--- config.mk ---
export PLATFORM = sky130hd
export DESIGN_NAME = rpr_root_cell
export DESIGN_NICKNAME = d
export VERILOG_FILES = /design/src/sv/rpr_pkg.sv /design/src/sv/rpr_root_cell.sv
export SDC_FILE = /design/constraint.sdc
export NUM_CORES = 1
export LEC_CHECK = 0
export BUFFER_PORTS_ARGS = -buffer_cell sky130_fd_sc_hd__buf_2
export CORE_ASPECT_RATIO = 1.2
export CORE_MARGIN = 8
export CORE_UTILIZATION = 40
export DETAILED_ROUTE_END_ITERATION = 6
export PLACE_DENSITY_LB_ADDON = 0.25
export SYNTH_ARGS = -nofsm -noshare
export SYNTH_HDL_FRONTEND = slang
export SYNTH_SLANG_ARGS = --single-unit
--- constraint.sdc ---
create_clock -name clock -period 4.1 [get_ports clock]
set_clock_uncertainty 0.05 [all_clocks]
set_input_delay 0.205 -clock clock [delete_from_list [all_inputs] [get_ports clock]]
set_output_delay 0.205 -clock clock [all_outputs]
set_load 0.02 [all_outputs]
--- src/sv/rpr_pkg.sv ---
`timescale 1ns / 1ps
package rpr_pkg;

   localparam int P_W      = 16;
   localparam int Q_W      = 16;
   localparam int PF_W     = 12;
   localparam int SP_W     = 7;
   localparam int THR_W    = 8;
   localparam int TP_W     = 10;
   localparam int NUM_W    = 23;   // P * 100
   localparam int DIV_W    = 8;
   localparam int RAD_W    = 2 * NUM_W;
   localparam int ROOT_W   = NUM_W;
   localparam int REM_W    = ROOT_W + 3;
   localparam int KVAR_W   = 16;
   localparam int ADDR_W   = 4;
   localparam int DATA_W   = 32;

   localparam logic [1:0] REG_PF_SETPOINT = 2'd0;
   localparam logic [1:0] REG_DISCONNECT  = 2'd1;
   localparam logic [1:0] REG_TP_RATIO    = 2'd2;

   typedef enum logic [2:0] {
      MODE_ZERO,
      MODE_DIRECT,
      MODE_BAND,
      MODE_SCALE_EXC,
      MODE_SCALE_REQ
   } mode_type;

   typedef struct packed {
      logic [1:0]      phase;
      logic            updated;
      mode_type        mode;
      logic [P_W-1:0]  p;
      logic [Q_W-1:0]  q;
      logic [TP_W-1:0] tp;
   } side_type;

   typedef struct packed {
      logic [NUM_W-1:0] num;
      logic [DIV_W-1:0] rem;
      logic [NUM_W-1:0] quo;
      logic [DIV_W-1:0] divisor;
   } div_data_type;

   typedef struct packed {
      logic [RAD_W-1:0]  rad;
      logic [REM_W-1:0]  rem;
      logic [ROOT_W-1:0] root;
   } root_data_type;

endpackage

--- src/sv/rpr_root_cell.sv ---
`timescale 1ns / 1ps
module rpr_root_cell (
   input  logic                   clock,
   input  logic                   reset,
   input  logic                   advance,
   input  logic                   in_valid,
   input  rpr_pkg::root_data_type in_data,
   input  rpr_pkg::side_type      in_side,
   output logic                   out_valid,
   output rpr_pkg::root_data_type out_data,
   output rpr_pkg::side_type      out_side
);
   import rpr_pkg::*;

   logic          valid_ff;
   root_data_type data_ff, data_in;
   side_type      side_ff;
   logic [REM_W-1:0] cur;
   logic [REM_W-1:0] trial;
   logic             ge;

   // one root bit: bring down two radicand bits, try (root << 2) | 1
   always_comb begin
      cur   = {in_data.rem[REM_W-3:0], in_data.rad[RAD_W-1:RAD_W-2]};
      trial = {1'b0, in_data.root, 2'b01};
      ge    = (cur >= trial);
      data_in.rad  = {in_data.rad[RAD_W-3:0], 2'b00};
      data_in.rem  = ge ? (cur - trial) : cur;
      data_in.root = {in_data.root[ROOT_W-2:0], ge};
   end

   always_ff @(posedge clock) begin
      if (reset) begin
         valid_ff <= 1'b0;
      end else if (advance) begin
         valid_ff <= in_valid;
      end
   end

   always_ff @(posedge clock) begin
      if (advance) begin
         data_ff <= data_in;
         side_ff <= in_side;
      end
   end

   assign out_valid = valid_ff;
   assign out_data  = data_ff;
   assign out_side  = side_ff;

endmodule

---- Word level (Yosys, flattened, before mapping) ----
Index checks and enable logic that the tools add are counted.
storage, ports and cells
  bits in registers ....................... 142
  latch bits .............................. 0
  memory bits (writable) .................. 0
  ROM bits ................................ 0
  input bits .............................. 147
  output and inout bits ................... 144
  word-level logic and storage cells ...... 13
  memories kept ........................... 0
cells by class
  add/subtract/negate cells ............... 1
  multiply operators ...................... 0
  div/mod/pow operators ................... 0
  magnitude comparators ................... 1
  eq/ne operators ......................... 0
  shift operators ......................... 0
  mux-type cells .......................... 1
  bitwise logic cells ..................... 0
  reduce and logical (&&, ||, !) cells .... 0
operator list
  operator          count
  $ge A26 B25 Y1    1
  $mux W26          1
  $sub A26 B25 Y26  1

---- Logic depth before layout (Yosys ltp) ----
  depth after elaboration ................. 2
  gate-level depth with buffers ........... 12
  depth with buffers taken out ............ 9

---- Worst setup path before layout ----
Ideal clock, no wire load.
  path type ............................... input to register
  from .................................... input in_data[4] (netlist name)
  to ...................................... register data_ff, in the netlist out_data[48], data pin
  arrival ................................. 2.019 ns
  required time ........................... 3.790 ns
  setup slack ............................. 1.771 ns
  stages .................................. 9
  path buffers ............................ 0
  cells stage by stage .................... inv_1 > ha_1 > a21oi_1 > a21boi_0 > a21boi_2 > a311oi_1 > nor4b_1 > o22ai_1 > mux2_2
RTL lines
  what                    line                 RTL
  start: declaration      rpr_root_cell.sv:7   input rpr_pkg::root_data_type in_data,
  end signal: assignment  rpr_root_cell.sv:42  data_ff <= data_in;
  end: declaration        rpr_root_cell.sv:16  root_data_type data_ff, data_in;

==> reports/summary.txt <==
Hold WC Path Type: primary input to register
Tot GR Track Use: 0.207
Clock network power share: 0.357
Die Wd: 128 microns
Most Used Layer, Global Route: met2
DRT Wirelength: 20.2 mm
Largest family of logic cells by synthesized area: compound AO/OA/AOI/OAI gates
Post-placement cell count: 896
Area after DPL: 7670 sq um
Total Power: 4040 uW
Core area: 14800 sq um
Sw power: 1170 uW
NumNets Final: 999
Bufs and invs on worst path: 3
Num rows: 49
Met1 Use GR: 0.219
Final RePlAce weighted congestion: 0.866
CTS tree: done
Slew Limit Fails: 0
Top cells by count, synth: edfxtp_1 (141), nand2_1 (40), inv_1 (31)
Dpl ws: 1.20 ns
Synth top area share: 0.704
VDD IR max: 0.000242 V
DRT Pass-1 Iters: 5
Finished Cell Area: 9380 sq um
Maximum root-to-sink buffer count: 2
Element type at the critical path end: register
Setup TNS: 0 ns
Final antenna-violating net count: 0
Post-synthesis cell area: 6020 sq um
Total congestion overflow: 0
Slew headroom: 0.380
Fmax achieved: 338 MHz
Worst Tran Pin Value: 0.930 ns
CTS buffer count: 17
Slowest CP cell: a311oi_1
MaxCap Viol Count: 0
Detailed placement HPWL: 13.9 mm
Top cells by area, synth: edfxtp_1 (70%), ha_1 (5.2%), nand2_1 (2.5%)
Clk slew on worst S/H paths: 0.06 ns
Critical path type: primary input to register
Routed vias/inst: 4.81
Later-pin clock latency in the skew report: 0.41 ns
Static leakage: 0.00407 uW
Register area share after synthesis: 0.707
Pwr dens: 431 nW/um^2
Critical path's largest stage delay: 0.59 ns
Status: finished, final reports clean
Post-synth EDFFs: 141
Final Non-Filler Cells: 1045
Comb pwr share: 0.199
Setup Viol. Count Final: 0
Compound-Gate Fraction of Synth Area: 0.105
Cell-internal power: 2870 uW
Die Y: 150 microns
Yosys warning total: 0
Worst-path fanout max: 5
Worst Slack Setup Final: 1.14 ns
First DRT Iteration DRCs: 397
DRC Markers: 0
Fraction of registers with async set/reset: 0
Initial antenna violation count: 2
Area growth syn-to-layout: 55.9%
Layout cells sized above 1: 0.393
Sw Share: 0.289
Drt wl/cell: 19.3 microns
Main synth FF type: edfxtp_1
Vias in the first global route: 5315
First-pass GRT wire length: 29.9 mm
Met2 Track Usage GR: 0.362
Startpoint Class: primary input
Post-synthesis mux area share: 0.00520
# port buffers: 286
Cell with the most instances after synthesis: edfxtp_1
CP top delay family: compound AO/OA/AOI/OAI gates
Post-Synthesis Cells: 413
CTS H-tree depth: 4
Flops & latches, synth: 142
Syn Area/Cell: 14.6 sq um
Initial core utilization: 0.406
Required time of the critical path: 4.22 ns
Routed vias: 5030
Sink Count: 142
Netlist cell types: 52
Crit-path cells: dlygate4sd3_1, buf_2, inv_1, ha_1, a21oi_1, a21boi_0, a21boi_2, a311oi_1, nor4b_1, o22ai_1, mux2_2
Met3 Use GR: 0.0726
Simple-Gate Fraction of Synth Area: 0.0642
Post-synthesis adder-cell area fraction: 0.0520
Period minus WS final: 2.96 ns
Critical path arrival: 3.08 ns
I/O pin count: 291
Final Hold Viols: 0
Register share of total power: 0.444
Die ar.: 19200 sq um
Synth Area in XOR/XNOR: 0.0335
Largest net degree at the start of global routing: 99
RSZ-0062 raised after global routing: no
Clock Tree Root: clkbuf_16
Fin crit share: 0.722
Cts repair resizes: 0
Biggest area consumer among synthesized cells: edfxtp_1
## worst paths after layout
path                     from      endpoint  slack, ns  cells after the start
setup / recovery   in_data[4]  out_data[48]       1.14                     11
setup reg to reg    out_valid     out_valid       2.88                      3
hold reg to reg     out_valid     out_valid       1.00                      3
hold / removal    in_data[40]  out_data[42]       0.04                      3
## what timing repair did
| action | in CTS | in global routing |
|---|---|---|
| endpoints found under the setup margin | 0 | 0 |
| hold buffers | 116 | 0 |
| endpoints found under the hold margin | 115 | 0 |
| setup buffers | 0 | 0 |
## logic make-up (layout without fill, tap and decap cells)
| family | count (synthesis) | count (layout) |
|---|---|---|
| compound gates | 94 | 94 |
| xor+xnor | 23 | 23 |
| fa+ha+maj | 25 | 25 |
| buf+inv | 43 | 469 |
| flops | 142 | 142 |
| mux | 3 | 3 |
| other cells | 1 | 3 |
| simple gates | 82 | 82 |
## state kept, by name, indices dropped and copies added (netlist names)
register and cells:
out_data 93, out_side 48, out_valid 1
## cell usage in the layout (no fill, tap or decap), types with 6 or more instances in the layout
cell type	instances
o21a_1	6
a21oi_1	23
nand2_1	40
a21o_1	7
xnor2_1	13
buf_2	285
nor2_1	12
inv_1	31
o21ai_1	20
xor2_1	10
clkbuf_16	17
edfxtp_1	141
dlygate4sd3_1	116
nor3_1	6
o21ai_0	13
ha_1	25
## worst min-delay path: cells and delay by family
kind | cells | cell delay (ns)
compound gates | 1 | 0.06
simple gates | 1 | 0.04
buf+inv | 1 | 0.09
## per-stage QoR
step                      hold WS [ns]   util
after global routing            0.0292  0.632
after detailed placement         0.314  0.517
after CTS                       0.0126  0.632
after global placement           0.316  0.517
final                           0.0393  0.632
after floorplan                  0.227      -
## final cells by class
type | count | area, sq um
clock buffer | 17 | 425
clock inverter | 15 | 129
tap | 204 | 255
multi-input combinational | 229 | 1570
antenna | 1 | 2.50
timing repair buffer | 406 | 2630
fill | 1178 | 5450
sequential | 142 | 4250
inverter | 31 | 116
## power by group through the flow
stage	Sequential [uW]	Clock, uW	Combinational [uW]
2_1_floorplan	2000	0	237
3_3_place_gp	1810	0	704
3_5_place_dp	1820	0	712
4_1_cts	1790	1470	806
5_1_grt	1800	1520	872
6_report	1790	1440	805
## layer usage
layer / up-vias / share of wire
met5: - / 0.00064
li1: 2376 / -
met3: 35 / 0.086
met4: 2 / 0.027
met1: 2367 / 0.37
met2: 250 / 0.52
Note: power is estimated with default switching activity, not from simulation.
