File: config.mk
export PLATFORM = sky130hd
export DESIGN_NAME = rpr_div_cell
export DESIGN_NICKNAME = d
export VERILOG_FILES = /design/src/sv/rpr_pkg.sv /design/src/sv/rpr_div_cell.sv
export SDC_FILE = /design/constraint.sdc
export NUM_CORES = 1
export LEC_CHECK = 0
export BUFFER_PORTS_ARGS = -buffer_cell sky130_fd_sc_hd__buf_2
export CORE_MARGIN = 3
export CORE_UTILIZATION = 39
export CTS_CLUSTER_DIAMETER = 30
export DETAILED_ROUTE_END_ITERATION = 7
export MAX_ROUTING_LAYER = met4
export PLACE_DENSITY_LB_ADDON = 0.12
export REMOVE_ABC_BUFFERS = 1
export SLEW_MARGIN = 20
export SYNTH_ARGS = -nofsm -noshare
export SYNTH_HDL_FRONTEND = slang
export SYNTH_SLANG_ARGS = --single-unit
File: constraint.sdc
create_clock -name clock -period 1.9 [get_ports clock]
set_clock_uncertainty 0.1 [all_clocks]
set_input_delay 0.19 -clock clock [delete_from_list [all_inputs] [get_ports clock]]
set_output_delay 0.19 -clock clock [all_outputs]
set_load 0.01 [all_outputs]
File: src/sv/rpr_pkg.sv
`timescale 1ns / 1ps
package rpr_pkg;

   localparam int P_W      = 16;
   localparam int Q_W      = 16;
   localparam int PF_W     = 12;
   localparam int SP_W     = 7;
   localparam int THR_W    = 8;
   localparam int TP_W     = 10;
   localparam int NUM_W    = 23;   // P * 100
   localparam int DIV_W    = 8;
   localparam int RAD_W    = 2 * NUM_W;
   localparam int ROOT_W   = NUM_W;
   localparam int REM_W    = ROOT_W + 3;
   localparam int KVAR_W   = 16;
   localparam int ADDR_W   = 4;
   localparam int DATA_W   = 32;

   localparam logic [1:0] REG_PF_SETPOINT = 2'd0;
   localparam logic [1:0] REG_DISCONNECT  = 2'd1;
   localparam logic [1:0] REG_TP_RATIO    = 2'd2;

   typedef enum logic [2:0] {
      MODE_ZERO,
      MODE_DIRECT,
      MODE_BAND,
      MODE_SCALE_EXC,
      MODE_SCALE_REQ
   } mode_type;

   typedef struct packed {
      logic [1:0]      phase;
      logic            updated;
      mode_type        mode;
      logic [P_W-1:0]  p;
      logic [Q_W-1:0]  q;
      logic [TP_W-1:0] tp;
   } side_type;

   typedef struct packed {
      logic [NUM_W-1:0] num;
      logic [DIV_W-1:0] rem;
      logic [NUM_W-1:0] quo;
      logic [DIV_W-1:0] divisor;
   } div_data_type;

   typedef struct packed {
      logic [RAD_W-1:0]  rad;
      logic [REM_W-1:0]  rem;
      logic [ROOT_W-1:0] root;
   } root_data_type;

endpackage

File: src/sv/rpr_div_cell.sv
`timescale 1ns / 1ps
module rpr_div_cell (
   input  logic                  clock,
   input  logic                  reset,
   input  logic                  advance,
   input  logic                  in_valid,
   input  rpr_pkg::div_data_type in_data,
   input  rpr_pkg::side_type     in_side,
   output logic                  out_valid,
   output rpr_pkg::div_data_type out_data,
   output rpr_pkg::side_type     out_side
);
   import rpr_pkg::*;

   logic                 valid_ff;
   div_data_type         data_ff, data_in;
   side_type             side_ff;
   logic [DIV_W:0]       cur;
   logic [DIV_W:0]       diff;
   logic                 ge;

   // one restoring quotient bit
   always_comb begin
      cur  = {in_data.rem, in_data.num[NUM_W-1]};
      diff = cur - {1'b0, in_data.divisor};
      ge   = (cur >= {1'b0, in_data.divisor});
      data_in.num     = {in_data.num[NUM_W-2:0], 1'b0};
      data_in.rem     = ge ? diff[DIV_W-1:0] : cur[DIV_W-1:0];
      data_in.quo     = {in_data.quo[NUM_W-2:0], ge};
      data_in.divisor = in_data.divisor;
   end

   always_ff @(posedge clock) begin
      if (reset) begin
         valid_ff <= 1'b0;
      end else if (advance) begin
         valid_ff <= in_valid;
      end
   end

   always_ff @(posedge clock) begin
      if (advance) begin
         data_ff <= data_in;
         side_ff <= in_side;
      end
   end

   assign out_valid = valid_ff;
   assign out_data  = data_ff;
   assign out_side  = side_ff;

endmodule

; Word level (Yosys, flattened, before mapping)
; Index checks and enable logic that the tools add are counted.
[totals]
mem_count = 0
mem_bits_rw = 0
latchBits = 0
regBits = 110
mem_bits_ro = 0
wordCells = 14
in_bits = 114
[classes]
order_cmp = 1
n_mul = 0
n_div = 0
n_reduce_logical = 0
bitwise_logic = 0
addsub = 1
n_eq_ne = 0
n_mux = 1
shifts = 0
[op_table]
columns = cell, count
row1 = 9-bit by 8-bit greater-or-equal comparator with 1-bit output, 1
row2 = 8-bit 2-to-1 mux, 1
row3 = 8-bit subtractor, 1

; Longest topological paths before layout
; Gate-level depths: netlist of the first run.
[depth]
ltp_word = 2
ltp_mapped = 9
ltp_nobuf = 8

; Worst setup path before layout of the first run
; Ideal clock, no wire load.
[synth_timing]
path_type = input to register
startpoint = input in_data[6] (netlist bit)
endpoint = register data_ff (netlist bit out_data[33]) (data pin)
t_required_ns = 1.540
arrival_time_ns = 1.726
path_buffers = 1
path_stages = 7
path_slack_ns = -0.186
path_cell_list = inv_1 -> ha_1 -> a21o_1 -> a2111oi_2 -> o21a_1 -> buf_6 -> mux2_4
[synth_lines]
columns = element, line
row1 = "start, declared", rpr_div_cell.sv:7  ; input rpr_pkg::div_data_type in_data,
row2 = "end signal, assigned", rpr_div_cell.sv:43  ; data_ff <= data_in;
row3 = "end, declared", rpr_div_cell.sv:16  ; div_data_type data_ff, data_in;

==> results summary, run 1 <==
In this run the tool buffered the top-level ports with 222 buffer cells. The total detailed-routing wirelength is ~11000 µm. Synthesis instantiated 32 different standard cells from the library. Of the post-synthesis cell area, the part taken by muxes is 0.0311. For the worst-skew pair, the clock arrives at the later sink with an insertion delay of 0.36 ns. The simple logic cell fraction of the synthesized area is 0.0208.

In this run, placement finished with an instance count of around 560. The met1 capacity usage during global routing is 0.213. ~230 I/O pins were placed. The synthesized-area fraction occupied by adder cells is 0.0311. The maximum number of pins on one net before global-route repair is 40. The achievable clock frequency came out at 553 MHz. The number of flops mapped to enable cells by yosys came out at 109. The initial antenna violation count came to 0.

The H-tree generated during clock tree synthesis spans 3 levels. The data required time of the worst path came out at between 1.5 and 2 ns. The sequential cell area fraction in the yosys report is 0.854.

met2 is the most crowded layer. The via count of the first global-routing pass came out at approximately 3.1k. The root buffer cell chosen for the clock tree is sky130_fd_sc_hd__clkbuf_8. The xor and xnor area share after synthesis came out at 0.00681. Of the cells placed in the final design, the portion with a size suffix greater than 1 is 0.515.

In the layout the commonest cells are 221 x sky130_fd_sc_hd__buf_2, 109 x sky130_fd_sc_hd__edfxtp_1, 101 x sky130_fd_sc_hd__dlygate4sd3_1. The worst ir drop on vdd came out at approximately 0.00052 V. After synthesis, the share of flip-flops with an asynchronous set or reset is 0.

The number of DRC markers after the initial detailed-route iteration came out at approximately 110. The gate count of the mapped netlist is 180. Counting every sink on the clock net gives between 100 and 150. The remaining global-route overflow came out at 0. In this run the worst path has a maximum fanout of 5.

The flow ran to the end, and the final reports show no timing, DRC or antenna violations. The area of the die is about 11000 µm². The number of search-and-repair iterations in the first detailed-routing pass came out at 4. The power density over cell area is 786 nW/µm². The final cell count without fillers is between 600 and 700.

The final weighted congestion in routability-driven placement is slightly below 0.8. In the global route stage, met3 resource usage came out at 0.0472. The routed via count came out at ~3k. The first-pass GRT wire length is 16400 µm. The number of nets in the finished design came out at 668. The count of pins over their slew limit is 0. After synthesis, the largest family of logic cells by area is compound AO/OA/AOI/OAI gates. The detailed-route DRC error count is 0. Of the post-synthesis cell area, the dominant cell type holds 0.849. In this run the deepest clock path goes through 2 buffers. The tool flagged a number of max-cap violations equal to 0. After clock tree synthesis, the clock-pin slew on the worst setup and hold paths is about 0.1 ns. The count of filler cells inserted in the layout is 678. TritonCTS built the clock tree. The least setup slack across all paths after layout came out at roughly 0.090 ns. For the worst flop-to-flop path, the logic depth is 3. The mapped netlist covers 3860 µm². Along the worst hold path, the cell count comes to 2. The min-delay analysis places its worst path in the category input port to flip-flop. The library cell used most frequently in the layout, excluding fill and tap cells, is sky130_fd_sc_hd__buf_2. The final-report hold violation count came to 0. Setup repair after global routing left no endpoint under its margin. The flip-flop and latch count after synthesis came out at 110. The fraction of the mapped netlist area in compound gates is 0.0360.

The die is 105 µm tall. The leakage power is around 0.0029 µW. The global router's overall resource usage came out at 0.197. The kind of start point of the critical path is an input port. The shortest period the worst path allows came out at approximately 1.8 ns. Once detail routing completed, the nets flagged for antenna violations numbered 0. For this run, global-route usage on met2 was measured as 0.362. From synthesis to final layout, the design area changed by 70.9%. In the post-synthesis netlist, the biggest area contributors are sky130_fd_sc_hd__edfxtp_1 85%, sky130_fd_sc_hd__ha_1 2.6%, sky130_fd_sc_hd__mux2_4 2.3%.

A synthesized cell averages about 21 µm². The synthesis warning total is 0. The horizontal extent of the die is around 110 µm. The floorplan step defined a core boundary enclosing about 9400 µm². The routed wire length per instance is approximately 16 µm. For this configuration, the core starts out at a cell density of 0.410.

The row count is 35. The total of endpoints with negative setup slack in the final report is 0. The largest total area in the synthesized netlist belongs to sky130_fd_sc_hd__edfxtp_1. The via-per-instance ratio is between 4 and 5. The placed wire-length estimate after detailed placement came out at approximately 7300 µm. The final core utilization came out at 0.700. Dividing the final minimum period by the clock period gives 0.953. The flip-flop cell with the highest count after synthesis is sky130_fd_sc_hd__edfxtp_1. The worst slack at placement came out at -0.339 ns. The data arrival time of the critical path came out at about 1.8 ns.

The total CTS buffers is 9. The count of antenna diodes in the layout is 0. The sort of element at the end of the critical path is a flip-flop. After routing, the total negative slack on setup checks comes to 0 ns. The category of the critical setup timing path is input port to flip-flop.
power breakdown:
group / switching (µW) / internal [µW]
combinational: 413 / 515
sequential: 49.7 / 2900
clock: 809 / 501
total: 1270 / 3910
path summary, 6_finish.rpt:
| check | startpoint | endpoint | slack (ns) |
|---|---|---|---|
| worst max register to register | out_valid$_SDFFE_PP0P_ | out_valid$_SDFFE_PP0P_ | 0.64 |
| worst max-delay path | in_data[2] | out_data[37]$_DFFE_PP_ | 0.09 |
| worst min register to register | out_valid$_SDFFE_PP0P_ | out_valid$_SDFFE_PP0P_ | 0.98 |
| worst min-delay path | in_data[1] | out_data[1]$_DFFE_PP_ | 0.06 |
Yosys cell counts, types with 2 or more instances:
| cell | instances |
|---|---|
| sky130_fd_sc_hd__ha_1 | 8 |
| sky130_fd_sc_hd__inv_1 | 12 |
| sky130_fd_sc_hd__nand2b_1 | 2 |
| sky130_fd_sc_hd__mux2i_1 | 3 |
| sky130_fd_sc_hd__a21o_1 | 2 |
| sky130_fd_sc_hd__o21a_1 | 2 |
| sky130_fd_sc_hd__nor2_1 | 5 |
| sky130_fd_sc_hd__buf_6 | 2 |
| sky130_fd_sc_hd__a21oi_1 | 2 |
| sky130_fd_sc_hd__o21ai_0 | 2 |
| sky130_fd_sc_hd__xnor2_1 | 3 |
| sky130_fd_sc_hd__edfxtp_1 | 109 |
| sky130_fd_sc_hd__nand3_1 | 2 |
| sky130_fd_sc_hd__nor3_1 | 3 |
| sky130_fd_sc_hd__mux2_4 | 6 |
metal layers:
metal | share of wire | vias to the layer above | routed length (µm)
met1 | 0.37 | 1406 | 3960
met4 | 0.017 | 0 | 178
met5 | 0 | - | 0
met3 | 0.064 | 11 | 682
li1 | - | 1423 | -
met2 | 0.55 | 121 | 5870
logic make-up (layout without fill, tap and decap cells):
group,Yosys count,count (layout)
AOI/OAI and AO/OA,17,17
xor gates and xnor gates,3,3
adders and majority gates,9,9
buffers and inverters,15,385
DFF,110,110
muxes,9,9
other,1,1
and+or+nand+nor,16,16
state kept, by name, summed over array words and instances (netlist names):
name,count
out_valid,1
out_data,61
out_side,48
cell type report:
| cell class | instances | area [µm²] | area share |
|---|---|---|---|
| Sequential cell | 110 | 3290 | 0.499 |
| Timing Repair Buffer | 357 | 2420 | 0.367 |
| Multi-Input combinational cell | 55 | 494 | 0.0750 |
| Tap cell | 129 | 161 | 0.0245 |
| Clock buffer | 10 | 128 | 0.0194 |
| Clock inverter | 6 | 55.1 | 0.00835 |
| Inverter | 12 | 45.0 | 0.00683 |
critical path: stages:
cell	delay (ns)
sky130_fd_sc_hd__buf_2	0.08
sky130_fd_sc_hd__inv_1	0.04
sky130_fd_sc_hd__ha_1	0.34
sky130_fd_sc_hd__nor2b_2	0.18
sky130_fd_sc_hd__o31a_1	0.25
sky130_fd_sc_hd__buf_4	0.14
sky130_fd_sc_hd__a311o_1	0.34
sky130_fd_sc_hd__mux2_4	0.27
timing repair:
action / in CTS / in global routing
endpoints found under the setup margin: 0 / 1
endpoints found under the hold margin: 100 / 0
hold buffers: 101 / 0
buffers inserted: 0 / 0
resized for setup: 0 / 2
stage by stage:
stage	total power (µW)	cell area [µm²]	hold WS (ns)
final	5180	6590	0.0574
after global routing	5410	6590	0.0494
after CTS	5240	6590	0.0333
after floorplan	3280	3830	0.162
after detailed placement	3760	5400	0.251
after global placement	3750	5400	0.250
Note: power is estimated with default switching activity, not from simulation.
==> run 2: changes to the inputs <==
Settings changed: MAX_ROUTING_LAYER met4 to default.
==> run 2 against run 1 <==
Net effect: die area did not move; final cell count is the same; cell area unchanged; sequential power hardly changed; power about the same; sequential cell count unchanged; utilization stayed put; global-route usage is 0.54 points lower; clock power barely moved; sequential share of layout area unchanged; fmax is essentially flat; via count is 0.34% lower.
==> results summary, run 2 (synthesized netlist as in run 1, its figures left out) <==
The via count of the first global-routing pass is 3097 (+0.13%). The routed length on met2 was 5840 µm (-0.55%). The leakage power came out at 0.00292 µW (unchanged). The total met3 wirelength after detailed routing is 719 µm (+5.4%). The detailed-route DRC error count is 0 (unchanged). The setup path with the least slack is of type input port to flip-flop.

The global router's overall resource usage came out at 0.192 (-0.00536). The number of DRC markers after the initial detailed-route iteration is 113 (unchanged). The data required time of the worst path is 1.91 ns (about the same). The clock latency on the worst-skew pair came out at 0.36 ns (about the same). The achievable clock frequency was 553 MHz (about the same). The placed wire-length estimate after detailed placement came out at 7270 µm (unchanged). The class of the tightest hold or removal check is input port to flip-flop.

The routed wire length per instance came out at 15.7 µm (-0.17%). The port buffer count came out at 222 (unchanged). The clock slew at the register clock pins of the worst setup and hold paths is 0.10 ns (about the same). The total number of H-tree levels is 3 (unchanged). The maximum buffer depth of the clock tree is 2 (unchanged). The power density over cell area came out at 787 nW/µm² (about the same). The CTS tree is yes.

The horizontal extent of the die came out at 105 µm (unchanged). The most frequent standard cell in the layout excluding fill and tap cells is sky130_fd_sc_hd__buf_2. The number of flip-flops in the largest register is 61 (unchanged). The worst setup path is captured at a flip-flop. The logic depth of the worst register-to-register path came to 3 (unchanged). The total detailed-routing wirelength is 10700 µm (-0.17%). The sum of routed wire segments on met1 is 3920 µm (-1.2%).

The routed via count is 2951 (-0.34%). The area of the die came to 11100 µm² (unchanged). The layout overhead on the synthesized area came to 70.9% (unchanged). The count of antenna diodes in the layout was 0 (unchanged). The floorplan die height came to 105 µm (unchanged). The number of post-CTS setup repair buffers is 0 (unchanged). The data arrival time of the critical path is 1.82 ns (about the same). The first-pass GRT wire length came out at 16400 µm (unchanged).

The number of sinks on the clock net came to 110 (unchanged). The final weighted congestion in routability-driven placement came to 0.785 (-1.4%). The count of filler cells inserted in the layout came out at 678 (unchanged). The shortest period the worst path allows was 1.81 ns (+0.0000107 ns). The effective utilization at floorplan is 0.410 (unchanged).

The initial antenna violation count is 0 (unchanged). The area of all placed cells without fillers came out at 6590 µm² (unchanged). The root buffer cell chosen for the clock tree is sky130_fd_sc_hd__clkbuf_8. The top-level I/O count came to 225 (unchanged). The max-capacitance violation count is 0 (unchanged). The worst hold path cell count is 2 (unchanged). The highest layer used for signal routing is met4. The maximum number of pins on one net before global-route repair came to 40 (unchanged). The row count came to 35 (unchanged). The remaining global-route overflow is 0 (unchanged).

The cell area reported after detailed placement came to 5400 µm² (unchanged). STA classifies the critical path startpoint as an input port. The area of the core is 9420 µm² (unchanged). The number of search-and-repair iterations in the first detailed-routing pass is 4 (unchanged). The worst ir drop on vdd is 0.000524 V (+1.2%). The final-report hold violation count came out at 0 (unchanged). The number of nets still failing antenna checks after routing came to 0 (unchanged).

The total of endpoints with negative setup slack in the final report was 0 (unchanged). The count of pins over their slew limit is 0 (unchanged). The flow ran to the end, and the final reports show no timing, DRC or antenna violations. Setup repair after global routing left no endpoint under its margin. The via-per-instance ratio came out at 4.35 (-0.34%). The largest driver fanout on the critical path is 5 (unchanged). The total CTS buffers is 9 (unchanged). The final critical-path share of the clock period is 0.953 (about the same). In the layout the commonest cells are 221 x sky130_fd_sc_hd__buf_2, 109 x sky130_fd_sc_hd__edfxtp_1, 101 x sky130_fd_sc_hd__dlygate4sd3_1. The number of nets in the finished design is 668 (unchanged).

The final core utilization came out at 0.700 (unchanged). The layout cell share with drive strength beyond 1 came out at 0.515 (unchanged). The final cell count without fillers came out at 679 (unchanged). The number of placed instances, taps included is 562 (unchanged).
-- run 2: cell counts in the layout (fill, tap and decap cells not counted) --
Identical to the previous run, type by type.
-- run 2: layer usage --
metal | up-vias | GRT usage
li1 | 1426 | -
met1 | 1389 | 0.213
met2 | 123 | 0.362
met3 | 13 | 0.0496
met4 | 0 | 0.0506
met5 | - | 0
-- run 2: what timing repair did --
item,in CTS,in global routing
gates resized for setup,0,2
hold endpoints to repair,100,0
hold buffers,101,0
endpoints found under the setup margin,0,1
-- run 2: where the power goes --
part / total [µW] / switching [µW] / internal [µW]
logic: 929 / 413 / 515
registers: 2950 / 49.8 / 2900
clock network: 1310 / 811 / 502
total: 5190 / 1270 / 3910
-- run 2: path summary, 6_finish.rpt --
path | from | slack (ns) | endpoint
max | in_data[2] | 0.09 | out_data[37]$_DFFE_PP_
max reg2reg | out_valid$_SDFFE_PP0P_ | 0.64 | out_valid$_SDFFE_PP0P_
min reg2reg | out_valid$_SDFFE_PP0P_ | 0.98 | out_valid$_SDFFE_PP0P_
min | in_data[1] | 0.06 | out_data[1]$_DFFE_PP_
-- run 2: final cells by class --
type,instances,area [µm²],share of cell area
Inverter,12,45.0,0.00683
Sequential cell,110,3290,0.499
Clock buffer,10,128,0.0194
Timing Repair Buffer,357,2420,0.367
Multi-Input combinational cell,55,494,0.0750
Tap cell,129,161,0.0245
Clock inverter,6,55.1,0.00835
-- run 2: worst max-delay path, cell delays in order --
cell and delay [ns]:
sky130_fd_sc_hd__buf_2 0.08, sky130_fd_sc_hd__inv_1 0.04, sky130_fd_sc_hd__ha_1 0.34, sky130_fd_sc_hd__nor2b_2 0.18, sky130_fd_sc_hd__o31a_1 0.25, sky130_fd_sc_hd__buf_4 0.14
sky130_fd_sc_hd__a311o_1 0.34, sky130_fd_sc_hd__mux2_4 0.27
-- run 2: per-stage QoR --
| step | power (µW) | setup slack, ns | TNS [ns] | hold slack, ns |
|---|---|---|---|---|
| 6_report | 5190 | 0.0902 | 0 | 0.0572 |
| 5_1_grt | 5410 | 0.00758 | 0 | 0.0494 |
| 4_1_cts | 5240 | 0.0535 | 0 | 0.0333 |
| 3_5_place_dp | 3760 | -0.339 | -2.31 | 0.251 |
| 3_3_place_gp | 3750 | -0.319 | -2.13 | 0.250 |
| 2_1_floorplan | 3280 | -0.333 | -2.34 | 0.162 |
